==> config.mk <==
export PLATFORM = sky130hd
export DESIGN_NAME = cau_front
export DESIGN_NICKNAME = d
export VERILOG_FILES = /design/src/sv/cau_pkg.sv /design/src/sv/cau_front.sv
export SDC_FILE = /design/constraint.sdc
export NUM_CORES = 1
export LEC_CHECK = 0
export BUFFER_PORTS_ARGS = -buffer_cell sky130_fd_sc_hd__buf_2
export CAP_MARGIN = 20
export CORE_AREA = 2 2 103 105
export DETAILED_ROUTE_END_ITERATION = 7
export DIE_AREA = 0 0 105 107
export MAX_ROUTING_LAYER = met4
export SLEW_MARGIN = 10
export SYNTH_ARGS = -nofsm -noshare
export SYNTH_HDL_FRONTEND = slang
export SYNTH_SLANG_ARGS = --single-unit
==> constraint.sdc <==
create_clock -name vclk -period 1.8
set_clock_uncertainty 0.15 [all_clocks]
set_input_delay 0.09 -clock vclk [all_inputs]
set_output_delay 0.09 -clock vclk [all_outputs]
set_load 0.05 [all_outputs]
==> src/sv/cau_pkg.sv <==
package cau_pkg;

    localparam int DW  = 32;         // data width of every operand part
    localparam int FB  = 16;         // fraction bits
    localparam int PW  = 2 * DW;     // product width
    localparam int SW  = PW + 1;     // sum of two products
    localparam int NW  = PW + FB;    // scaled dividend magnitude
    localparam int QB  = DW + 1;     // quotient bits, top bit flags overflow
    localparam int CW  = PW + QB;    // shifted divisor compare width
    localparam int QD  = 4;          // depth of the front-to-back queue
    localparam int QAW = $clog2(QD);

    localparam logic [2:0] OP_ADD = 3'd0;
    localparam logic [2:0] OP_SUB = 3'd1;
    localparam logic [2:0] OP_MUL = 3'd2;
    localparam logic [2:0] OP_DIV = 3'd3;
    localparam logic [2:0] OP_CNJ = 3'd4;
    localparam logic [2:0] OP_SQM = 3'd5;
    localparam logic [2:0] OP_EQ  = 3'd6;

    localparam logic signed [SW-1:0] SMAX_W = {{(SW-DW+1){1'b0}}, {(DW-1){1'b1}}};
    localparam logic signed [SW-1:0] SMIN_W = {{(SW-DW+1){1'b1}}, {(DW-1){1'b0}}};

    // classified transaction as it waits in the queue
    typedef struct packed {
        logic [2:0]           op;
        logic                 eq;
        logic signed [DW-1:0] ar;
        logic signed [DW-1:0] ai;
        logic signed [DW-1:0] br;
        logic signed [DW-1:0] bi;
    } t_item;

    // clip a wide value to the data range, flag in the top bit
    function automatic logic [DW:0] sat_w(input logic signed [SW-1:0] v);
        logic [DW:0] r;
        if (v > SMAX_W) begin
            r = {1'b1, 1'b0, {(DW-1){1'b1}}};
        end else if (v < SMIN_W) begin
            r = {1'b1, 1'b1, {(DW-1){1'b0}}};
        end else begin
            r = {1'b0, v[DW-1:0]};
        end
        return r;
    endfunction

endpackage

==> src/sv/cau_front.sv <==
module cau_front (
    input  logic [2:0]                  i_req_type,
    input  logic signed [cau_pkg::DW-1:0] i_a_real,
    input  logic signed [cau_pkg::DW-1:0] i_a_imag,
    input  logic signed [cau_pkg::DW-1:0] i_b_real,
    input  logic signed [cau_pkg::DW-1:0] i_b_imag,
    output cau_pkg::t_item              o_item
);
    import cau_pkg::*;

    // equality is settled here, the back only carries the flag
    always_comb begin
        o_item.op = i_req_type;
        o_item.eq = (i_req_type == OP_EQ) && (i_a_real == i_b_real) && (i_a_imag == i_b_imag);
        o_item.ar = i_a_real;
        o_item.ai = i_a_imag;
        o_item.br = i_b_real;
        o_item.bi = i_b_imag;
    end

endmodule

==> results by group <==
Run status
  • Status: complete, but fails checks
  • Failing checks: setup timing

Layout
  • Area growth from synthesis to layout: 37.1%
  • Antenna Cells: 0
  • # clk buffers: 0
  • # nets final: 493
  • Final Cell Area: 2340 sq um
  • Seq Cell Count: 0
  • FF+latch area: 0 sq um
  • Layout cells sized above 1: between 70% and 80%
  • Fin util: 23.2%

Drt
  • DR WL/cell: 11.6 microns
  • Vias: 1,787
  • Via density: 3.60
  • DR DRC count: 0
  • Drt pass-1 iters: 4
  • First DRT Iteration DRCs: 24
  • DRT antenna net count: 0
  • WL final: 5.74 mm

STA
  • Setup ws final: -0.0350 ns
  • Setup TNS: -0.0350 ns
  • Worst slew pin tran: 0.310 ns
  • Relative slew slack: 79.2%
  • Final setup vio count: 1
  • Hold WS: 0.338 ns
  • Peak Freq: between 500 and 600 MHz
  • Slew Limit Fails: 0
  • RSZ-0062 raised after global routing: true
  • Hold Vio Cnt, Final: 0
  • Fin crit share: 102%
  • Minimum clock period: 1.84 ns

Worst setup path
  • Crit start category: input pin
  • Critical Path Start: i_b_imag[20]
  • Critical Path RT: 1.56 ns
  • CP Data Arrival Time: 1.60 ns
  • CP max FO: 2
  • Crit. End Element: output pin
  • Setup CP Type: in2out

Power and ir drop
  • Internal: 0.299 mW
  • Leakage: 1.36 nW
  • Reg power frac: 0%
  • Power Dens Cells: 459 nW/um^2
  • Clock network power share: 0%
  • Switching portion of total power: 72.2%
  • Comb pwr share: 100.0%
  • Net switching power: 0.777 mW
  • Max VDD drop: 0.000191 V

GRT
  • Overall Global Routing Usage: 8.61%
  • First-pass GRT wire length: 7.52 mm
  • Grt ovf: 0
  • Largest net degree at the start of global routing: 3
  • Initial antenna violation count: 0
  • Vias in the first global route: 1,598

Floorplanning
  • Die area: 11,200 sq um
  • Chip height: 107 microns
  • Die Width: 105 microns
  • Top Ports: approximately 260
  • Cell Rows: 37
  • Core Region: 10,100 sq um
  • Starting Density: ~17%

Placed design
  • Post-Place Worst Slack: -0.230 ns
  • HPWL after DPL: 5.38 mm
  • Port Buffers: 263
  • RePlAce Congestion: 0.861
  • Total placed instance area: around 2300 sq um

Logic synthesis
  • Syn Nets: roughly 350
  • Dominant cell type by area after synthesis: buf_4
  • Area contributors post-synth: buf_4, xor2_1, xnor2_1
  • Ys Warns: 0
  • Synthesized area per cell: 7.85 sq um
  • Post-Syn Instances: 218
  • Synth unique cells: 10
  • Yosys top cell area share: 57.5%
  • Sequential element share of the synthesized area: 0%
  • Syn Std Cell Area: ~1700 sq um

Clock network
  • Post-CTS Hold Buffers: 0
  • Total setup buffers inserted after CTS: 0

Job
  • Max Cap Violations: 0

Worst hold path
  • Min-delay worst type: in2out
  • Worst Hold Launch: i_a_real[20]
[cell families after synthesis]
family | after synthesis | share of synthesized area, %
AND/OR/NAND/NOR | 23 | 9.73
XOR/XNOR | 64 | 32.8
buffers and inverters | 131 | 57.5
[worst paths after layout]
path / end / depth (start not counted)
setup / recovery: o_item[128] / 7
hold / removal: o_item[116] / 2
[power groups by stage]
stage,sequential (mW),combinational (mW),clock [mW]
finish,0,1.08,0
floorplan,0,0.904,0
global placement,0,1.07,0
CTS,0,1.07,0
global route,0,1.12,0
detailed placement,0,1.07,0
[placed cells by master (no fill, tap or decap)]
| master | Yosys | routed |
|---|---|---|
| nor4_2 | 0 | 4 |
| nand4_1 | 7 | 7 |
| nand4_4 | 1 | 1 |
| nor3_4 | 0 | 1 |
| buf_2 | 0 | 262 |
| nor3_1 | 1 | 1 |
| xnor2_2 | 0 | 2 |
| xnor2_1 | 21 | 19 |
| buf_6 | 0 | 1 |
| buf_4 | 131 | 10 |
| nand3_2 | 1 | 1 |
| xor2_1 | 43 | 43 |
| nor4_1 | 11 | 7 |
| or4_4 | 0 | 1 |
[cells in the mapped netlist (all sizes together)]
| master | instances |
|---|---|
| xnor2 | 21 |
| nand4 | 8 |
| nand3 | 1 |
| buf | 131 |
| nor3 | 2 |
| xor2 | 43 |
| nor4 | 11 |
| or4 | 1 |
[cell type report]
cell class         instances  area (sq um)
multi-input cells         87           777
fillers                 1183          7750
repair buffers           273          1400
well taps                136           170
[metrics by stage]
stage	power, mW	std cells
global placement	1.07	496
detailed placement	1.07	496
finish	1.08	496
global route	1.12	496
floorplan	0.904	218
CTS	1.07	496
[worst max-delay path: stages]
cell	delay, ns
buf_2	0.11
xor2_1	0.17
nor4_2	0.32
nand4_1	0.14
or4_4	0.46
nor3_4	0.13
buf_6	0.18
[what timing repair did]
action                                 CTS  global route
setup endpoints to repair                1             1
pin swaps                                2             3
endpoints found under the hold margin    0             0
gates resized for setup                  5             4
[metal layers]
metal / GRT usage (%) / vias up / wire length (microns)
li1: - / 859 / -
met1: 8.21 / 771 / 1920
met2: 18.8 / 153 / 3150
met3: 1.34 / 4 / 649
met4: 0.190 / 0 / 18
met5: - / - / 0
Note: power is estimated with default switching activity, not from simulation.
