`src/sv/cau_pkg.sv`:
```
package cau_pkg;

    localparam int DW  = 32;         // data width of every operand part
    localparam int FB  = 16;         // fraction bits
    localparam int PW  = 2 * DW;     // product width
    localparam int SW  = PW + 1;     // sum of two products
    localparam int NW  = PW + FB;    // scaled dividend magnitude
    localparam int QB  = DW + 1;     // quotient bits, top bit flags overflow
    localparam int CW  = PW + QB;    // shifted divisor compare width
    localparam int QD  = 4;          // depth of the front-to-back queue
    localparam int QAW = $clog2(QD);

    localparam logic [2:0] OP_ADD = 3'd0;
    localparam logic [2:0] OP_SUB = 3'd1;
    localparam logic [2:0] OP_MUL = 3'd2;
    localparam logic [2:0] OP_DIV = 3'd3;
    localparam logic [2:0] OP_CNJ = 3'd4;
    localparam logic [2:0] OP_SQM = 3'd5;
    localparam logic [2:0] OP_EQ  = 3'd6;

    localparam logic signed [SW-1:0] SMAX_W = {{(SW-DW+1){1'b0}}, {(DW-1){1'b1}}};
    localparam logic signed [SW-1:0] SMIN_W = {{(SW-DW+1){1'b1}}, {(DW-1){1'b0}}};

    // classified transaction as it waits in the queue
    typedef struct packed {
        logic [2:0]           op;
        logic                 eq;
        logic signed [DW-1:0] ar;
        logic signed [DW-1:0] ai;
        logic signed [DW-1:0] br;
        logic signed [DW-1:0] bi;
    } t_item;

    // clip a wide value to the data range, flag in the top bit
    function automatic logic [DW:0] sat_w(input logic signed [SW-1:0] v);
        logic [DW:0] r;
        if (v > SMAX_W) begin
            r = {1'b1, 1'b0, {(DW-1){1'b1}}};
        end else if (v < SMIN_W) begin
            r = {1'b1, 1'b1, {(DW-1){1'b0}}};
        end else begin
            r = {1'b0, v[DW-1:0]};
        end
        return r;
    endfunction

endpackage

```
`src/sv/cau_fifo.sv`:
```
module cau_fifo (
    input  logic           i_clk,
    input  logic           i_rst_n,
    input  logic           i_push,
    input  cau_pkg::t_item i_data,
    output logic           o_full,
    input  logic           i_pop,
    output logic           o_empty,
    output cau_pkg::t_item o_data
);
    import cau_pkg::*;

    t_item            r_mem [QD];
    logic [QAW-1:0]   r_wp, r_rp;
    logic [QAW:0]     r_cnt;
    logic             wr, rd;

    assign o_full  = (r_cnt == (QAW+1)'(QD));
    assign o_empty = (r_cnt == '0);
    assign wr      = i_push && !o_full;
    assign rd      = i_pop && !o_empty;
    assign o_data  = r_mem[r_rp];

    always_ff @(posedge i_clk) begin
        if (!i_rst_n) begin
            r_wp  <= '0;
            r_rp  <= '0;
            r_cnt <= '0;
        end else begin
            if (wr) r_wp <= r_wp + 1'b1;
            if (rd) r_rp <= r_rp + 1'b1;
            r_cnt <= r_cnt + (QAW+1)'(wr) - (QAW+1)'(rd);
        end
    end

    always_ff @(posedge i_clk) begin
        if (wr) r_mem[r_wp] <= i_data;
    end

endmodule

```
`config.mk`:
```
export PLATFORM = sky130hd
export DESIGN_NAME = cau_fifo
export DESIGN_NICKNAME = d
export VERILOG_FILES = /design/src/sv/cau_pkg.sv /design/src/sv/cau_fifo.sv
export SDC_FILE = /design/constraint.sdc
export NUM_CORES = 1
export LEC_CHECK = 0
export ABC_AREA = 0
export BUFFER_PORTS_ARGS = -buffer_cell sky130_fd_sc_hd__buf_2
export CAP_MARGIN = 30
export CORE_ASPECT_RATIO = 0.5
export CORE_MARGIN = 2
export CORE_UTILIZATION = 50
export DETAILED_ROUTE_END_ITERATION = 10
export PLACE_DENSITY_LB_ADDON = 0.1
export SETUP_SLACK_MARGIN = 0.3
export SLEW_MARGIN = 20
export SYNTH_ARGS = -nofsm -noshare
export SYNTH_HDL_FRONTEND = slang
export SYNTH_SLANG_ARGS = --single-unit
```
`constraint.sdc`:
```
create_clock -name i_clk -period 5.7 [get_ports i_clk]
set_input_delay 1.14 -clock i_clk [delete_from_list [all_inputs] [get_ports i_clk]]
set_output_delay 1.14 -clock i_clk [all_outputs]
set_load 0.005 [all_outputs]
```
==> results of run 1 <==
[routing by layer]
| layer | up-vias | routed length, um | GRT usage |
|---|---|---|---|
| met1 | 4560 | 14400 | 0.224 |
| met5 | - | 27 | 0 |
| li1 | 3786 | - | - |
| met2 | 164 | 19500 | 0.321 |
| met3 | 62 | 1680 | 0.0417 |
| met4 | 4 | 645 | 0.0415 |
[area by class of cell]
class | count | area (um^2)
Clock buffer | 58 | 1260
Multi-Input combinational cell | 166 | 3250
Tap cell | 530 | 663
Sequential cell | 537 | 16000
Antenna cell | 1 | 2.50
Timing Repair Buffer | 282 | 1540
Fill cell | 2816 | 15700
Inverter | 6 | 22.5
Clock inverter | 24 | 218
[sequential cells by signal, indices dropped and copies added, names as in the netlist, named ones only]
| signal | cells |
|---|---|
| r_mem | 528 |
| r_wp | 2 |
| r_cnt | 3 |
| r_rp | 2 |
[worst paths after layout]
path,startpoint,endpoint,slack [ns],cells after the start
setup / recovery,register,o_data[110],1.86,3
hold / removal,r_rp[0],register,0.51,2
setup reg to reg,r_cnt[2],r_mem[2][98],2.97,4
hold reg to reg,r_rp[0],register,0.51,2
[cells by family (layout without fill, tap and decap cells)]
kind of cell    count (synthesis)  count (layout)  share of synthesized area
mux                           134             134                      0.153
buf+inv                        38             370                     0.0121
simple gates                   19              19                    0.00558
fa+ha+maj                       7               7                    0.00487
other cells                     0               1                          0
compound gates                  4               4                    0.00115
xor+xnor                        2               2                   0.000898
flops                         537             537                      0.822
[cell usage in the layout (no fill, tap or decap), drive strengths merged]
cell / synthesis / layout
inv: 6 / 6
nor3: 1 / 1
o21ai: 3 / 3
clkinvlp: 0 / 2
or4bb: 1 / 1
nor2b: 2 / 2
fa: 1 / 1
clkinv: 0 / 18
nor3b: 1 / 1
mux4: 132 / 132
xnor2: 2 / 2
and2: 7 / 7
ha: 6 / 6
bufinv: 0 / 4
nand2: 6 / 6
a21boi: 1 / 1
edfxtp: 528 / 528
diode: 0 / 1
buf: 25 / 282
dfxtp: 9 / 9
mux2i: 2 / 2
or3: 1 / 1
clkbuf: 7 / 58
[synth_stat cells]
master	number
mux2i_1	2
a21boi_0	1
mux4_2	132
xnor2_1	2
or4bb_1	1
buf_6	10
dfxtp_1	9
o21ai_0	3
edfxtp_1	528
clkbuf_1	7
nor3_1	1
inv_1	6
nor2b_1	2
fa_1	1
nor3b_1	1
buf_2	15
or3_1	1
nand2_1	6
and2_1	7
ha_1	6
[worst register-to-register path: stages (launching register included)]
cell and delay, ns:
dfxtp_1 0.33, nor3b_1 0.15, nor2b_1 0.48, and2_4 0.81, buf_4 0.59
[metrics by stage]
step / cell area [um^2] / hold WS [ns]
after global routing: 23000 / 0.543
after global placement: 21500 / 0.464
after floorplan: 19500 / 0.461
after detailed placement: 21500 / 0.492
after CTS: 23000 / 0.502
final: 23000 / 0.506
[report_power, final]
part	internal [uW]	switching [uW]
sequential	4790	132
combinational	950	907
clock	1750	1350
total	7490	2390
==> results.toml, run 1 <==
[run_status]
outcome = "completed"

[timing]
hold_viol = 0
fin_ws_ns = 1.86
worst_pin_slew_ns = 0.897
timing.fmax_mhz = 261
maxSlewViolCount = 0
rsz0062_at_grt = "no"
finalSetupViolCount = 0
period_share = 0.673
period_needed_ns = 3.84
fin_worst_skew_ns = 0.0104
max_slew_margin = 0.402
tns_ns = 0

[floorplan]
initial_utilization = 0.504
coreArea_mm2 = 0.0387
die_area_mm2 = 0.0407
core.rowCount = 51
pin_count = 270
die_w_um = 283
dieHeight_um = 144

[critical_path]
worst_ep_arrival_time_ns = 2.70
critPathMaxFanout = 69
required_ns = 4.56
end_kind = "primary output"
critPathKind = "reg -> out"
crit_path_top_delay_cell = "dfxtp_4"
cp_cell_sequence = "buf_12 > mux4_2 > buf_2"
max_stage_delay_ns = 0.74
worstSetupStartpointType = "register"
crit_family = "flip-flops"
path_buf_inv = 2

[global_route]
antenna_found_initial = 3
grt_use_total = 0.179
grt_pass1_wl_um = 54300
grt-ovfl-total = 0
grt_pass1_vias = 9161
grt_max_degree = 126

[route]
drc = 0
drtAntennaViolNets = 0
vias_per_cell = 5.35
wl_per_cell_um = 22.6
firstDrtPassIters = 4
drt-initial-drc-count = 521
totalWireLength_um = 36300
vias = 8576

[place]
place_worst_setup_slack_ns = 2.10
globalplace.congestion = 0.713
port_buffers = 269
dp.cells = 1521
place_hpwl_um = 21200

[layout]
layoutNonFillerInstCount = 1604
nets = 1183
fin_util = 0.595
drive_gt1_frac = 0.454
areaGrowthSynthToFinish_pct = 17.9

[logic_synthesis]
syn_nets = 884
seq_area_frac_synth = 0.822
synth_top_area_frac = 0.813
synth_top_cell_by_area = "edfxtp_1"
yosys_register_bits = 537
yosysWarnings = 0
syn_inst = 741
synthTopCellsByArea = "edfxtp_1, mux4_2, dfxtp_1"
syn_area_per_cell_um2 = 26.3
mappedNetlistArea_mm2 = 0.0195
yosysUniqueCellTypes = 20

[power]
ir_drop_mv = 0.251
power_density_mw_per_mm2 = 429
p_leak_uw = 0.00763
power.total_uw = 9870

[clocking]
cts-htree-levels = 2
holdBufCountCts = 0
clock_path_buffers = 3
post_cts.repair.setup_buffers = 0
cts_root_buffer = "clkbuf_16"
numCtsBuffers = 47
numClockSinks = 537
cts_tree = "built"
clk_pin_slew_ns = 0.06
worstSkewPairLatency_ns = 0.56
ctsResizeCount = 0

[min_path]
holdCritPathClass = "reg -> reg"

[job]
drv_cap = 0
Power figures use the tool's default switching activity.
==> inputs of run 2 (changes only) <==
Clock period 5.7 ns to 3.7 ns, I/O delays scaled along.
==> results.toml, run 2 (same netlist as run 1, synthesis figures left out) <==
[layout]
fill_cells = 2834
largest_reg_flops = 528
drive_gt1_frac = 0.460
final_common_cell = "edfxtp_1"
reg.largest.list = "r_mem x528, r_cnt x3"
nets = 1192
final_cell_area_mm2 = 0.0233
areaGrowthSynthToFinish_pct = 19.4
mostFrequentLayoutCells = "edfxtp_1, buf_2, mux4_2"
largest_register = "r_mem"

[route]
vias_per_cell = 5.35
vias = 8638
drt-initial-drc-count = 487
firstDrtPassIters = 4
wl_per_cell_um = 22.4
totalWireLength_um = 36200
drc = 0
drtAntennaViolNets = 0

[clocking]
clk_pin_slew_ns = 0.07
post_cts.repair.setup_buffers = 0
numCtsBuffers = 46
ctsResizeCount = 0
cts_tree = "built"
holdBufCountCts = 0
clock_path_buffers = 3
cts_root_buffer = "clkbuf_16"
cts-htree-levels = 2
worstSkewPairLatency_ns = 0.55
numClockSinks = 537

[timing]
maxSlewViolCount = 0
rsz0062_at_grt = "no"
period_share = 0.809
finalSetupViolCount = 0
tns_ns = 0
hold_viol = 0
timing.fmax_mhz = 334
worst_pin_slew_ns = 0.641
fin_worst_skew_ns = 0.0125
max_slew_margin = 0.573
period_needed_ns = 2.99

[global_route]
grt_pass1_vias = 9384
grt_use_total = 0.178
grt_pass1_wl_um = 54600
grt_max_degree = 71
grt-ovfl-total = 0
antenna_found_initial = 3

[job]
drv_cap = 0

[floorplan]
pin_count = 270
initial_utilization = 0.504
die_w_um = 283
dieHeight_um = 144
core.rowCount = 51
die_area_mm2 = 0.0407
coreArea_mm2 = 0.0387

[critical_path]
worstSetupStartpointType = "register"
worst_ep_arrival_time_ns = 2.25
critPathMaxFanout = 36
cp_cell_sequence = "buf_12 > mux4_2 > buf_2"
end_kind = "primary output"
required_ns = 2.96
crit_family = "multiplexers"
max_stage_delay_ns = 0.59
critPathKind = "reg -> out"
crit_path_top_delay_cell = "mux4_2"
path_buf_inv = 2

[place]
port_buffers = 269
globalplace.congestion = 0.711
place_hpwl_um = 21900
placed_area_mm2 = 0.0217

[power]
pwr-share-clk = 0.324
pwr-share-seq = 0.484
p_leak_uw = 0.00775
power_switching_uw = 3690
ir_drop_mv = 0.411
pwr-share-comb = 0.192
p_sw_frac = 0.237
p_int_uw = 11900
power_density_mw_per_mm2 = 669

[run_status]
outcome = "completed"

[min_path]
holdCritPathClass = "in -> reg"
==> run 2: layer usage <==
metal	wire length, um	GRT usage	vias up
met3	1320	0.0349	50
met2	19600	0.320	153
met5	0	0	-
met1	14600	0.227	4627
li1	-	-	3808
met4	641	0.0437	0
==> run 2: layout make-up <==
type / instances / area (um^2) / share of cell area
flip-flops and latches: 537 / 16000 / 0.689
multi-input cells: 166 / 3250 / 0.139
repair buffers: 292 / 1720 / 0.0738
clock buffers: 58 / 1270 / 0.0545
well taps: 530 / 663 / 0.0285
clock inverters: 24 / 319 / 0.0137
inverters: 6 / 22.5 / 0.000967
diodes: 3 / 7.51 / 0.000322
==> run 2: stage by stage <==
step                      setup WS, ns  power, uW  hold WS, ns  cells  utilization
final                            0.708      15600        0.402   1616        0.602
after global routing             0.558      16300        0.365   1616        0.602
after CTS                        0.614      15800        0.367   1613        0.602
after detailed placement         0.775      10800        0.493   1531        0.561
after global placement           0.947      10700        0.476   1531        0.561
after floorplan                  0.509       9480        0.461    741            -
==> run 2: worst paths after layout <==
kind	end	startpoint	slack [ns]	cells past startpoint
worst min register to register	r_rp[0]	r_rp[0]	0.51	2
worst min-delay path	r_mem[3][8]	i_data[8]	0.40	1
worst max register to register	r_cnt[2]	r_cnt[2]	1.11	10
worst max-delay path	o_data[118]	register	0.71	3
==> run 2: power groups by stage <==
| stage | Sequential, uW | Clock (uW) | Combinational [uW] |
|---|---|---|---|
| after floorplan | 7620 | 0 | 1860 |
| after detailed placement | 7680 | 0 | 3090 |
| after global placement | 7640 | 0 | 3070 |
| final | 7540 | 5050 | 2990 |
| after CTS | 7550 | 5200 | 3100 |
| after global routing | 7590 | 5440 | 3240 |
==> inputs of run 3 (changes only) <==
Settings changed: ABC_AREA 0 to 1.
Clock period 3.7 ns to 2.6 ns, I/O delays scaled along.
==> results.toml, run 3 <==
[global_route]
grt_pass1_vias = 12800
grt_util_met3 = 0.0475
grt_use_total = 0.252
antenna_found_initial = 7
grt_use_met2 = 0.411
grt_pass1_wl_um = 78100
use_met1 = 0.345
grt-ovfl-total = 0
grt_max_degree = 69
gr-max-usage-layer = "met2"

[layout]
final_common_cell = "edfxtp_1"
mostFrequentLayoutCells = "edfxtp_1, buf_2, nor2_1"
nets = 1823
largest_reg_flops = 528
largest_register = "r_mem"
drive_gt1_frac = 0.282
layoutNonFillerInstCount = 2248
reg.largest.list = "r_mem x528, r_cnt x3"
areaGrowthSynthToFinish_pct = 26.6

[logic_synthesis]
yosysUniqueCellTypes = 17
ys_top_cells_by_count = "edfxtp_1, nor2_1, o21ai_0"
yosysWarnings = 0
synth.most_common_cell = "edfxtp_1"
synth_top_cell_by_area = "edfxtp_1"
mappedNetlistArea_mm2 = 0.0200
yosys_register_bits = 537
ys.flop_type = "edfxtp_1"
async_reset_ff_frac = 0
synth_top_area_frac = 0.793
syn_inst = 1344
syn_nets = 1487
seq_area_frac_synth = 0.802
yosys.area_share.adder = 0.00476
synth_xor_area_frac = 0
synth_edf_count = 528
syn_area_per_cell_um2 = 14.9
muxShareOfSynthArea = 0
synth_compound_area_frac = 0.109
synth-simple-area-share = 0.0555
synth_top_family_by_area = "compound AO/OA/AOI/OAI gates"
synthTopCellsByArea = "edfxtp_1, nor2_1, o22ai_1"

[job]
drv_cap = 0

[place]
globalplace.congestion = 0.779
port_buffers = 269
place_hpwl_um = 26800
dp.cells = 2097

[route]
drc = 0
firstDrtPassIters = 6
drtAntennaViolNets = 0
vias_per_cell = 5.84
drt-initial-drc-count = 1431
totalWireLength_um = 58000
wl_per_cell_um = 25.8
vias = 13100

[timing]
period_needed_ns = 2.41
maxSlewViolCount = 0
max_slew_margin = 0.665
worst_pin_slew_ns = 0.501
finalSetupViolCount = 0
fin_worst_skew_ns = 0.0181
hold_viol = 0
period_share = 0.927
timing.fmax_mhz = 415
rsz0062_at_grt = "yes"

[floorplan]
coreArea_mm2 = 0.0392
die_w_um = 287
initial_utilization = 0.510
die_area_mm2 = 0.0417
dieHeight_um = 145
core.rowCount = 51
pin_count = 270

[critical_path]
end_kind = "primary output"
worst_ep_arrival_time_ns = 1.89
critPathMaxFanout = 10
regToRegSetupSlack_ns = 0.65
required_ns = 2.08
critPathKind = "reg -> out"
worstSetupStartpointType = "register"

[power]
power_density_mw_per_mm2 = 984
p_leak_uw = 0.00899
ir_drop_mv = 0.609
power.total_uw = 24900

[clocking]
clock_path_buffers = 3
cts-htree-levels = 2
worstSkewPairLatency_ns = 0.57
numCtsBuffers = 47
holdBufCountCts = 0
cts_root_buffer = "clkbuf_16"
clk_pin_slew_ns = 0.07
numClockSinks = 537
cts_tree = "built"

[run_status]
outcome = "completed"

[min_path]
holdCritPathClass = "in -> reg"
==> run 3: metal layers <==
layer  part of all wire  up-vias  routed length, um
li1                   -     5780                  -
met1               0.41     6657              23800
met2               0.48      573              28000
met3              0.079      113               4550
met4              0.029        2               1670
met5            0.00021        -                 12
==> run 3: final timing paths <==
check	depth (start not counted)	to	start
setup / recovery	5	o_data[1]	register
hold / removal	1	r_mem[3][73]	i_data[73]
setup reg to reg	10	r_cnt[2]	r_cnt[0]
hold reg to reg	2	r_rp[0]	r_rp[0]
==> run 3: kinds of logic (layout without fill, tap and decap cells) <==
logic type	after synthesis	count (layout)
AO/OA/AOI/OAI	401	401
adder cells (fa/ha/maj)	7	7
other	0	6
AND/OR/NAND/NOR	294	294
flip-flops	537	537
buffers and inverters	105	473
==> run 3: critical path, cell delays in order (launching register included) <==
cell	delay [ns]
dfxtp_4	0.39
buf_12	0.21
buf_16	0.18
o21ai_0	0.15
o22ai_2	0.21
buf_2	0.17
==> run 3: power by group <==
part           internal, uW  total (uW)  switching (uW)  leakage (uW)
combinational          2980        7300            4320       0.00336
clock                  3810        6840            3020      0.000720
sequential            10500       10800             237       0.00491
==> run 3: cell type report <==
| cell class | count | area [um^2] |
|---|---|---|
| antenna | 6 | 15.0 |
| inverter | 19 | 114 |
| clock inverter | 24 | 205 |
| timing repair buffer | 367 | 3330 |
| sequential | 537 | 16000 |
| clock buffer | 57 | 1260 |
| multi-input combinational | 702 | 3600 |
| fill | 2858 | 13900 |
| tap | 530 | 663 |
| timing repair inverter | 6 | 80.1 |
==> run 3: timing repair <==
action                     4_1_cts  5_1_grt
resized for setup               61       62
pin swaps                        2       16
cloned                          22       24
setup buffers                   11        7
setup endpoints to repair      132      132
==> run 3: through the flow <==
step | hold WS [ns] | setup slack, ns | setup TNS (ns) | instance area [um^2] | util
after floorplan | 0.448 | -0.391 | -199.03 | 20000 | -
after global placement | 0.470 | 0.583 | 0 | 22200 | 0.565
after detailed placement | 0.474 | 0.552 | 0 | 22200 | 0.565
after CTS | 0.141 | 0.219 | 0 | 24500 | 0.625
after global routing | 0.148 | 0.146 | 0 | 25300 | 0.646
final | 0.160 | 0.190 | 0 | 25300 | 0.646
